<file path="config.mk">
export PLATFORM = sky130hd
export DESIGN_NAME = keyed_count_table
export DESIGN_NICKNAME = d
export VERILOG_FILES = /design/src/design/kct_pkg.sv /design/src/design/kct_mem.sv /design/src/design/kct_alu.sv /design/src/design/keyed_count_table.sv
export SDC_FILE = /design/constraint.sdc
export NUM_CORES = 2
export LEC_CHECK = 0
export BUFFER_PORTS_ARGS = -buffer_cell sky130_fd_sc_hd__buf_2
export CORE_MARGIN = 3
export CORE_UTILIZATION = 35
export DETAILED_ROUTE_END_ITERATION = 8
export GPL_ROUTABILITY_DRIVEN = 0
export GPL_TIMING_DRIVEN = 0
export HOLD_SLACK_MARGIN = 0.05
export SLEW_MARGIN = 15
export SYNTH_ARGS = -nofsm -noshare
export SYNTH_HDL_FRONTEND = slang
export SYNTH_HIERARCHICAL = 1
export SYNTH_SLANG_ARGS = --single-unit
</file>
<file path="constraint.sdc">
create_clock -name i_clk -period 7 [get_ports i_clk]
set_input_delay 1.4 -clock i_clk [delete_from_list [all_inputs] [get_ports i_clk]]
set_output_delay 1.4 -clock i_clk [all_outputs]
set_load 0.01 [all_outputs]
</file>
<file path="src/design/kct_pkg.sv">
// Package with the shared widths, codes and types of the keyed count table.
`default_nettype none

package kct_pkg;

    localparam int KEY_W   = 32;
    localparam int CNT_W   = 32;
    localparam int OP_W    = 2;
    localparam int ST_W    = 3;
    localparam int ENTRY_W = KEY_W + CNT_W;

    // Request opcodes.
    localparam logic [OP_W-1:0] OP_INSERT = 2'd0;
    localparam logic [OP_W-1:0] OP_LOOKUP = 2'd1;
    localparam logic [OP_W-1:0] OP_UPDATE = 2'd2;
    localparam logic [OP_W-1:0] OP_LIST   = 2'd3;

    // Result status codes.
    localparam logic [ST_W-1:0] ST_OK      = 3'd0;
    localparam logic [ST_W-1:0] ST_FULL    = 3'd1;
    localparam logic [ST_W-1:0] ST_DUP     = 3'd2;
    localparam logic [ST_W-1:0] ST_MISSING = 3'd3;
    localparam logic [ST_W-1:0] ST_EMPTY   = 3'd4;

    // Outputs of the shared compare and saturating add unit.
    typedef struct packed {
        logic             eq;
        logic [CNT_W-1:0] sum;
    } t_alu_res;

endpackage

`default_nettype wire

</file>
<file path="src/design/kct_mem.sv">
// Entry memory of the keyed count table: one write port, one registered read port.
`default_nettype none

module kct_mem
    import kct_pkg::*;
#(
    parameter int DEPTH = 64,
    parameter int AW    = 6
) (
    input  wire logic               i_clk,
    input  wire logic               i_we,
    input  wire logic [AW-1:0]      i_waddr,
    input  wire logic [ENTRY_W-1:0] i_wdata,
    input  wire logic               i_re,
    input  wire logic [AW-1:0]      i_raddr,
    output      logic [ENTRY_W-1:0] o_rdata
);

    logic [ENTRY_W-1:0] r_mem [DEPTH];

    always_ff @(posedge i_clk) begin
        if (i_we) begin
            r_mem[i_waddr] <= i_wdata;
        end
        if (i_re) begin
            o_rdata <= r_mem[i_raddr];
        end
    end

endmodule

`default_nettype wire

</file>
<file path="src/design/kct_alu.sv">
// Shared unit of the keyed count table: equality compare and 32-bit signed saturating add.
`default_nettype none

module kct_alu
    import kct_pkg::*;
(
    input  wire logic [CNT_W-1:0] i_a,
    input  wire logic [CNT_W-1:0] i_b,
    output      t_alu_res         o_res
);

    logic [CNT_W:0] sum_ext;

    assign sum_ext = {i_a[CNT_W-1], i_a} + {i_b[CNT_W-1], i_b};

    always_comb begin
        o_res.eq = (i_a == i_b);
        // The two top bits differ only when the signed sum left the 32-bit range.
        if (sum_ext[CNT_W] != sum_ext[CNT_W-1]) begin
            o_res.sum = sum_ext[CNT_W] ? {1'b1, {(CNT_W-1){1'b0}}}
                                       : {1'b0, {(CNT_W-1){1'b1}}};
        end else begin
            o_res.sum = sum_ext[CNT_W-1:0];
        end
    end

endmodule

`default_nettype wire

</file>
<file path="src/design/keyed_count_table.sv">
// Top level of the keyed count table: request sequencer, entry memory and shared unit.
//
// Requests arrive on the s_axis channel: tuser carries the opcode (insert, lookup,
// update, list) and tdata carries the key and the amount. Results leave on the
// m_axis channel: tuser carries the status, tdata the key and the count, and tlast
// marks the final result of a request. The block takes one request at a time and
// holds s_axis_tready low while it works on it.
// Lookup, update and insert scan the stored keys one per cycle through a single
// registered memory read port and stop at the first matching key; a result may
// then wait for the receiver. Insert into a full table and list of an empty table
// skip the scan. List reads one entry at a time: S_LRD reads it and S_LEMIT
// presents it, waiting for the output register, before the next entry is read.
// Results go through an output register, so the next request is taken while a
// finished result still waits; a stalled receiver holds the result and, once a
// second result is ready, the sequencer waits for the register to drain.
// Reset empties the table at once by clearing the entry count; the memory itself
// is not cleared because only entries below the count are ever read.
`default_nettype none

module keyed_count_table
    import kct_pkg::*;
#(
    parameter int DEPTH = 64
) (
    input  wire logic               i_clk,
    input  wire logic               i_rst_n,
    // Request channel.
    input  wire logic               s_axis_tvalid,
    output      logic               s_axis_tready,
    // tdata fields from bit 0 up: part_key [31:0], amount [63:32].
    input  wire logic [ENTRY_W-1:0] s_axis_tdata,
    // tuser fields from bit 0 up: opcode [1:0].
    input  wire logic [OP_W-1:0]    s_axis_tuser,
    // Result channel.
    output      logic               m_axis_tvalid,
    input  wire logic               m_axis_tready,
    // tdata fields from bit 0 up: out_key [31:0], out_count [63:32].
    output      logic [ENTRY_W-1:0] m_axis_tdata,
    // tuser fields from bit 0 up: status [2:0].
    output      logic [ST_W-1:0]    m_axis_tuser,
    // last_result.
    output      logic               m_axis_tlast
);

    localparam int AW = (DEPTH > 1) ? $clog2(DEPTH) : 1;
    localparam int CW = $clog2(DEPTH + 1);

    typedef enum logic [2:0] {
        S_IDLE,
        S_SCAN,
        S_HIT,
        S_INS,
        S_EMIT,
        S_LRD,
        S_LEMIT
    } t_state;

    t_state             r_state;
    logic [OP_W-1:0]    r_op;
    logic [KEY_W-1:0]   r_key;
    logic [CNT_W-1:0]   r_amt;
    logic [CW-1:0]      r_total;
    logic [CW-1:0]      r_rd;
    logic               r_dv;
    logic [AW-1:0]      r_didx;
    logic [AW-1:0]      r_hidx;
    logic [CNT_W-1:0]   r_hcnt;
    logic [ST_W-1:0]    r_res_st;
    logic [KEY_W-1:0]   r_res_key;
    logic [CNT_W-1:0]   r_res_cnt;
    logic               r_ovalid;
    logic [ENTRY_W-1:0] r_otdata;
    logic [ST_W-1:0]    r_ouser;
    logic               r_olast;

    logic               in_xfer;
    logic               out_free;
    logic               out_load;
    logic               scan_issue;
    logic               mem_we;
    logic [AW-1:0]      mem_waddr;
    logic [ENTRY_W-1:0] mem_wdata;
    logic               mem_re;
    logic [ENTRY_W-1:0] mem_q;
    logic [KEY_W-1:0]   q_key;
    logic [CNT_W-1:0]   q_cnt;
    logic [CNT_W-1:0]   alu_a;
    logic [CNT_W-1:0]   alu_b;
    t_alu_res           alu_res;
    logic               list_last;

    assign s_axis_tready = (r_state == S_IDLE);
    assign in_xfer       = s_axis_tvalid && s_axis_tready;
    assign out_free      = !r_ovalid || m_axis_tready;
    // A finished result enters the output register whenever the register can take it.
    assign out_load      = out_free && ((r_state == S_EMIT) || (r_state == S_LEMIT));

    assign m_axis_tvalid = r_ovalid;
    assign m_axis_tdata  = r_otdata;
    assign m_axis_tuser  = r_ouser;
    assign m_axis_tlast  = r_olast;

    // Entries are stored as {count, key}, matching the result tdata layout.
    assign q_key = mem_q[KEY_W-1:0];
    assign q_cnt = mem_q[ENTRY_W-1:KEY_W];

    // The scan issues one read per cycle while stored entries remain.
    assign scan_issue = (r_state == S_SCAN) && (r_rd < r_total);
    assign mem_re     = scan_issue || (r_state == S_LRD);

    // A new entry goes in at the end of the table; an update writes back in place.
    assign mem_we    = (r_state == S_INS) || ((r_state == S_HIT) && (r_op == OP_UPDATE));
    assign mem_waddr = (r_state == S_INS) ? r_total[AW-1:0] : r_hidx;
    assign mem_wdata = (r_state == S_INS) ? {r_amt, r_key} : {alu_res.sum, r_key};

    // The shared unit compares keys during the scan and adds counts afterward.
    assign alu_a = (r_state == S_SCAN) ? q_key : r_hcnt;
    assign alu_b = (r_state == S_SCAN) ? r_key : r_amt;

    assign list_last = ((r_rd + CW'(1)) == r_total);

    kct_mem #(
        .DEPTH (DEPTH),
        .AW    (AW)
    ) u_mem (
        .i_clk   (i_clk),
        .i_we    (mem_we),
        .i_waddr (mem_waddr),
        .i_wdata (mem_wdata),
        .i_re    (mem_re),
        .i_raddr (r_rd[AW-1:0]),
        .o_rdata (mem_q)
    );

    kct_alu u_alu (
        .i_a   (alu_a),
        .i_b   (alu_b),
        .o_res (alu_res)
    );

    always_ff @(posedge i_clk) begin
        if (!i_rst_n) begin
            r_state  <= S_IDLE;
            r_total  <= '0;
            r_rd     <= '0;
            r_dv     <= 1'b0;
            r_ovalid <= 1'b0;
        end else begin
            // The output register fills with a new result, or drains when the
            // receiver takes the transfer and nothing new arrives.
            if (out_load) begin
                r_ovalid <= 1'b1;
            end else if (m_axis_tready) begin
                r_ovalid <= 1'b0;
            end

            unique case (r_state)
                S_IDLE: begin
                    if (in_xfer) begin
                        r_op  <= s_axis_tuser;
                        r_key <= s_axis_tdata[KEY_W-1:0];
                        r_amt <= s_axis_tdata[ENTRY_W-1:KEY_W];
                        r_rd  <= '0;
                        r_dv  <= 1'b0;
                        if (s_axis_tuser == OP_LIST) begin
                            if (r_total == '0) begin
                                r_res_st  <= ST_EMPTY;
                                r_res_key <= '0;
                                r_res_cnt <= '0;
                                r_state   <= S_EMIT;
                            end else begin
                                r_state <= S_LRD;
                            end
                        end else if ((s_axis_tuser == OP_INSERT) &&
                                     (r_total >= CW'(DEPTH))) begin
                            // Fullness wins over a duplicate key.
                            r_res_st  <= ST_FULL;
                            r_res_key <= s_axis_tdata[KEY_W-1:0];
                            r_res_cnt <= '0;
                            r_state   <= S_EMIT;
                        end else begin
                            r_state <= S_SCAN;
                        end
                    end
                end

                S_SCAN: begin
                    if (scan_issue) begin
                        r_rd <= r_rd + CW'(1);
                    end
                    r_dv   <= scan_issue;
                    r_didx <= r_rd[AW-1:0];
                    if (r_dv && alu_res.eq) begin
                        r_hcnt  <= q_cnt;
                        r_hidx  <= r_didx;
                        r_state <= S_HIT;
                    end else if (!r_dv && (r_rd >= r_total)) begin
                        // Every stored key was compared without a match.
                        if (r_op == OP_INSERT) begin
                            r_state <= S_INS;
                        end else begin
                            r_res_st  <= ST_MISSING;
                            r_res_key <= r_key;
                            r_res_cnt <= '0;
                            r_state   <= S_EMIT;
                        end
                    end
                end

                S_HIT: begin
                    r_res_key <= r_key;
                    if (r_op == OP_INSERT) begin
                        r_res_st  <= ST_DUP;
                        r_res_cnt <= r_hcnt;
                    end else if (r_op == OP_UPDATE) begin
                        r_res_st  <= ST_OK;
                        r_res_cnt <= alu_res.sum;
                    end else begin
                        r_res_st  <= ST_OK;
                        r_res_cnt <= r_hcnt;
                    end
                    r_state <= S_EMIT;
                end

                S_INS: begin
                    r_total   <= r_total + CW'(1);
                    r_res_st  <= ST_OK;
                    r_res_key <= r_key;
                    r_res_cnt <= r_amt;
                    r_state   <= S_EMIT;
                end

                S_EMIT: begin
                    if (out_free) begin
                        r_otdata <= {r_res_cnt, r_res_key};
                        r_ouser  <= r_res_st;
                        r_olast  <= 1'b1;
                        r_state  <= S_IDLE;
                    end
                end

                S_LRD: begin
                    r_state <= S_LEMIT;
                end

                S_LEMIT: begin
                    // The read data holds until the next read, so a stall is safe.
                    if (out_free) begin
                        r_otdata <= mem_q;
                        r_ouser  <= ST_OK;
                        r_olast  <= list_last;
                        r_rd     <= r_rd + CW'(1);
                        r_state  <= list_last ? S_IDLE : S_LRD;
                    end
                end

                default: begin
                    r_state <= S_IDLE;
                end
            endcase
        end
    end

    // The entry count never passes the table depth.
    a_total_bound: assert property (@(posedge i_clk) disable iff (!i_rst_n)
        r_total <= CW'(DEPTH))
        else $error("entry count exceeds table depth");

    // An insert grows the table by exactly one entry.
    a_ins_grows: assert property (@(posedge i_clk) disable iff (!i_rst_n)
        (r_state == S_INS) |=> (r_total == $past(r_total) + CW'(1)))
        else $error("insert did not advance the entry count");

    // The scan only reads entries that were written.
    a_scan_in_range: assert property (@(posedge i_clk) disable iff (!i_rst_n)
        (mem_re && (r_state == S_SCAN)) |-> (r_rd < r_total))
        else $error("scan read beyond stored entries");

    // An empty-list result is always the final one of its request.
    a_empty_last: assert property (@(posedge i_clk) disable iff (!i_rst_n)
        (m_axis_tvalid && (m_axis_tuser == ST_EMPTY)) |-> m_axis_tlast)
        else $error("empty-list result without last flag");

    // A list entry is read before it is presented.
    a_list_order: assert property (@(posedge i_clk) disable iff (!i_rst_n)
        (r_state == S_LRD) |=> (r_state == S_LEMIT))
        else $error("list read not followed by its result");

endmodule

`default_nettype wire
</file>
==> results.md <==
Status:
- The flow ran to the end, and the final reports show no timing, DRC or antenna violations.

Die:
- The number of rows created at floorplan is 256.
- The starting density of the core is between 30% and 40%.
- The floorplan die height is between 700 and 800 um.
- For this design the top-level I/O count stands at 140.
- The area of the die is between 0.4 and 0.5 mm2.
- Measured along the x axis, the die boundary spans ~710 um.
- The total area inside the core boundary comes to around 0.49 mm2.

Min path:
- The startpoint of the lowest-slack hold path is r_didx[5].
- The min-delay analysis places its worst path in the category reg -> reg.

Drt:
- The violation count after the first detailed-route iteration is roughly 14k.
- In the routed design, unresolved DRC markers number 0.
- The wire length per cell after detailed routing is 34.4 um.
- The first TritonRoute pass finished after 9 iterations.
- The remaining antenna violation count is 0.
- Wires add up to 550000 um.
- The detail-routed via count per cell is 5.79.
- The overall via count from detail_route is 92.6k.

Job:
- Across the run, the number of max-cap violations was 0.

Finish:
- Leaving out filler cells and counting taps, the final layout contains 16.0k.
- The utilization after layout is 41.7%.
- The layout net count is ~9.2k.
- Summing all flip-flop and latch instances after layout gives about 0.13 mm2.
- Relative to the synthesized area, the layout overhead comes to 18.4%.
- The fraction of layout instances using a drive strength above 1 is between 20% and 30%.
- The area taken by multi-input logic gates is about 0.037 mm2.
- Counting the fill cells in the layout gives about 42k.

Clocking:
- The number of clock buffers added by TritonCTS is approximately 440.
- The CTS clock-pin slew for the worst setup and hold paths is ~0.060 ns.
- In this run the deepest clock path goes through 4 buffers.
- The number of cells upsized or downsized after cts is 0.
- The cell chosen for the clock root is clkbuf_16.
- The post-CTS repair timing setup buffer count is 0.
- In this run the number of H-tree levels came out at 5.
- Hold repair after CTS inserted 0 buffers.
- The clock insertion delay at the later pin of the skew report is 1.01 ns.
- The number of clock sinks is 4424.
- The clock tree from TritonCTS is yes.

Power:
- The maximum VDD drop is approximately 480 uV.
- Dividing total power by cell area gives a power density of between 300 and 400 mW/mm2.
- In this run the static leakage power is ~62 nW.

STA:
- The number of hold violations in the final report came to 0.
- The final-layout worst hold slack is about 0.42 ns.
- The transition at the pin with the smallest max-transition slack is around 1.4 ns.
- Setup violations remaining at the end of the flow were counted as 0.
- The final setup TNS is 0 ns.
- The clock tree skew after final layout is roughly 0.067 ns.
- The final-report max-slew violation count is 0.
- The worst pin sits at a relative slew slack of 9.09%.
- The maximum clock rate is approximately 0.15 GHz.
- Setup repair after global routing left no endpoint under its margin.
- The routed design could run at a clock period as short as roughly 6.5 ns.
- Of the available clock period, the critical path in the final layout requires between 90% and 100%.

Global routing:
- Across every metal layer, demand over resource in global routing totals a little over a fifth.
- Global routing used ~34% of the available met2 tracks.
- Entering global routing, the biggest net connects between 60 and 70 pins.
- The busiest layer in global routing is met2.
- The met3 global-route usage is under 10%.
- After global routing the overflow that remains totals 0.
- The via count of the first global-routing pass is approximately 90k.
- Global routing used 27.0% of the available met1 tracks.
- The global-route wire length before repair is 749000 um.
- The initial antenna violation count is 54.

Synthesis:
- The primary flip-flop cell chosen by synthesis mapping is edfxtp_1.
- Summing the sequential cell areas from Yosys gives between 70 and 80% of the chip area.
- In the synthesized netlist the async set-or-reset flop fraction comes to 0%.
- The post-synthesis cell type count is 80.
- The post-synthesis average cell area is between 20 and 25 um2.
- For this run, the number of Yosys warnings is 6.
- The total standard cell area after synthesis is about 0.17 mm2.
- The synthesized flop and latch total is about 4.4k.
- In the synthesized netlist, the number of instances is between 8k and 9k.
- The number of nets handed over by synthesis was a little over 8k.
- The synthesized design contains 4405 enable-type register cells.

Setup path:
- Data on the critical path arrives at its endpoint at approximately 7.3 ns.
- The largest fanout on the critical path is 36.
- STA classifies the critical path startpoint as a register.
- Data on the critical path is required at its endpoint by between 7 and 8 ns.
- The slowest stage of the critical path is the o311ai_0 cell.
- Counting stages on the worst path, the most repeated cell is nand2_1.
- The startpoint identified for the worst register-to-register timing path is r_state[0].
- Walking the worst path, the cells encountered are nor3b_4 > buf_2 > clkbuf_1 > nand2_1 > nand2_1 > ha_1 > inv_1 > fa_1 > nor2b_1 > o31ai_1 > a21oi_1 > o21ai_0 > o311ai_0 > a21oi_1 > xor2_1 > o21ai_1 > nand2_1 > nand2_2 > buf_12.
- STA classifies the critical path endpoint as a register.
- The critical path class is reg -> reg.
- The delay of the slowest critical-path stage is 0.85 ns.
- In this run the worst setup path begins at r_state[0].

Placed design:
- The HPWL after detailed placement is between 300000 and 400000 um.
- The count of buffers added on input and output ports is 139.
- Counting tap cells, the placed design contains a total of about 15k instances.
==> critical path, delay by kind of cell, from the launching register on <==
kind,cells,cell delay [ns]
AO/OA/AOI/OAI,6,2.07
AND/OR/NAND/NOR,6,1.57
buffers and inverters,4,1.26
adder cells (fa/ha/maj),2,0.60
flip-flops,1,0.48
XOR/XNOR,1,0.21
==> area by class of cell <==
type,count,share of cell area (%)
inverter,22,0.0406
multi-input combinational,3235,18.3
clock inverter,263,1.29
buffer,475,1.19
clock buffer,527,5.60
sequential,4424,65.3
tap,6450,3.97
timing repair buffer,534,4.26
antenna,64,0.0788
==> flip-flops by register name, indices dropped and copies added, names as in the netlist, 2 cells and up <==
signal	cells
u_mem/r_mem	4096
m_axis_tdata	64
u_mem/o_rdata	64
r_amt	32
r_hcnt	32
r_key	32
r_res_cnt	32
r_res_key	32
r_rd	7
r_total	7
r_didx	6
r_hidx	6
m_axis_tuser	3
r_res_st	3
r_state	3
r_op	2
==> logic make-up (layout without fill, tap and decap cells) <==
family / after synthesis / in the layout / share of synthesized area [%]
buf+inv: 497 / 1821 / 1.44
mux: 1273 / 1273 / 14.9
xor+xnor: 43 / 43 / 0.219
fa+ha+maj: 43 / 43 / 0.318
other cells: 0 / 64 / 0
simple gates: 1225 / 1225 / 3.27
flops: 4424 / 4424 / 77.2
compound gates: 651 / 651 / 2.58
==> report_power, final <==
part | internal [mW] | switching [mW] | total, mW
logic | 1.71 | 6.23 | 7.95
registers | 33.6 | 0.175 | 33.8
clock network | 13.2 | 9.94 | 23.1
==> path summary, 6_finish.rpt <==
path / end / slack (ns) / cells after the start
hold reg to reg: r_hidx[5] / 0.42 / 0
setup / recovery: u_mem/r_mem[21][62] / 0.54 / 19
hold / removal: r_hidx[5] / 0.42 / 0
setup reg to reg: u_mem/r_mem[21][62] / 0.54 / 19
==> cells in the final DEF (no fill, tap or decap), drive strengths merged, types with 55 or more instances in the layout <==
cell	instances
a22oi	128
mux2i	184
mux2	65
buf	809
clkinv	192
o21ai	157
nand4	87
nor2	152
or3	56
diode	64
nand2	592
o22ai	80
edfxtp	4405
mux4	1024
nand3	200
clkbuf	727
a31oi	55
==> synth_stat cells, drive strengths merged, types with 49 or more instances <==
cell type  number  area [um2]
a21oi          49         257
a22oi         128         961
a31oi          55         350
buf           275        1640
clkbuf        200         754
edfxtp       4405      132000
mux2           65         732
mux2i         184        1840
mux4         1024       23100
nand2         592        2220
nand3         200        1000
nand4          87         544
nor2          152         571
o21a           52         398
o21ai         157         793
o22ai          80         500
or3            56         350
==> stage by stage <==
step | total power [mW] | setup slack [ns] | instance area [um2]
4_1_cts | 65.0 | 0.871 | 203000
2_1_floorplan | 38.0 | 0.169 | 172000
5_1_grt | 66.8 | 0.496 | 203000
3_3_place_gp | 41.2 | -9.49 | 181000
3_5_place_dp | 42.2 | 0.921 | 189000
6_report | 64.8 | 0.537 | 203000
==> metal layers <==
layer | vias to the layer above | wire length [um] | share of wire [%]
met4 | 16 | 30800 | 5.6
met2 | 6083 | 257000 | 47
met3 | 1204 | 66200 | 12
li1 | 36030 | - | -
met1 | 49288 | 195000 | 36
met5 | - | 103 | 0.019
Power figures use the tool's default switching activity.
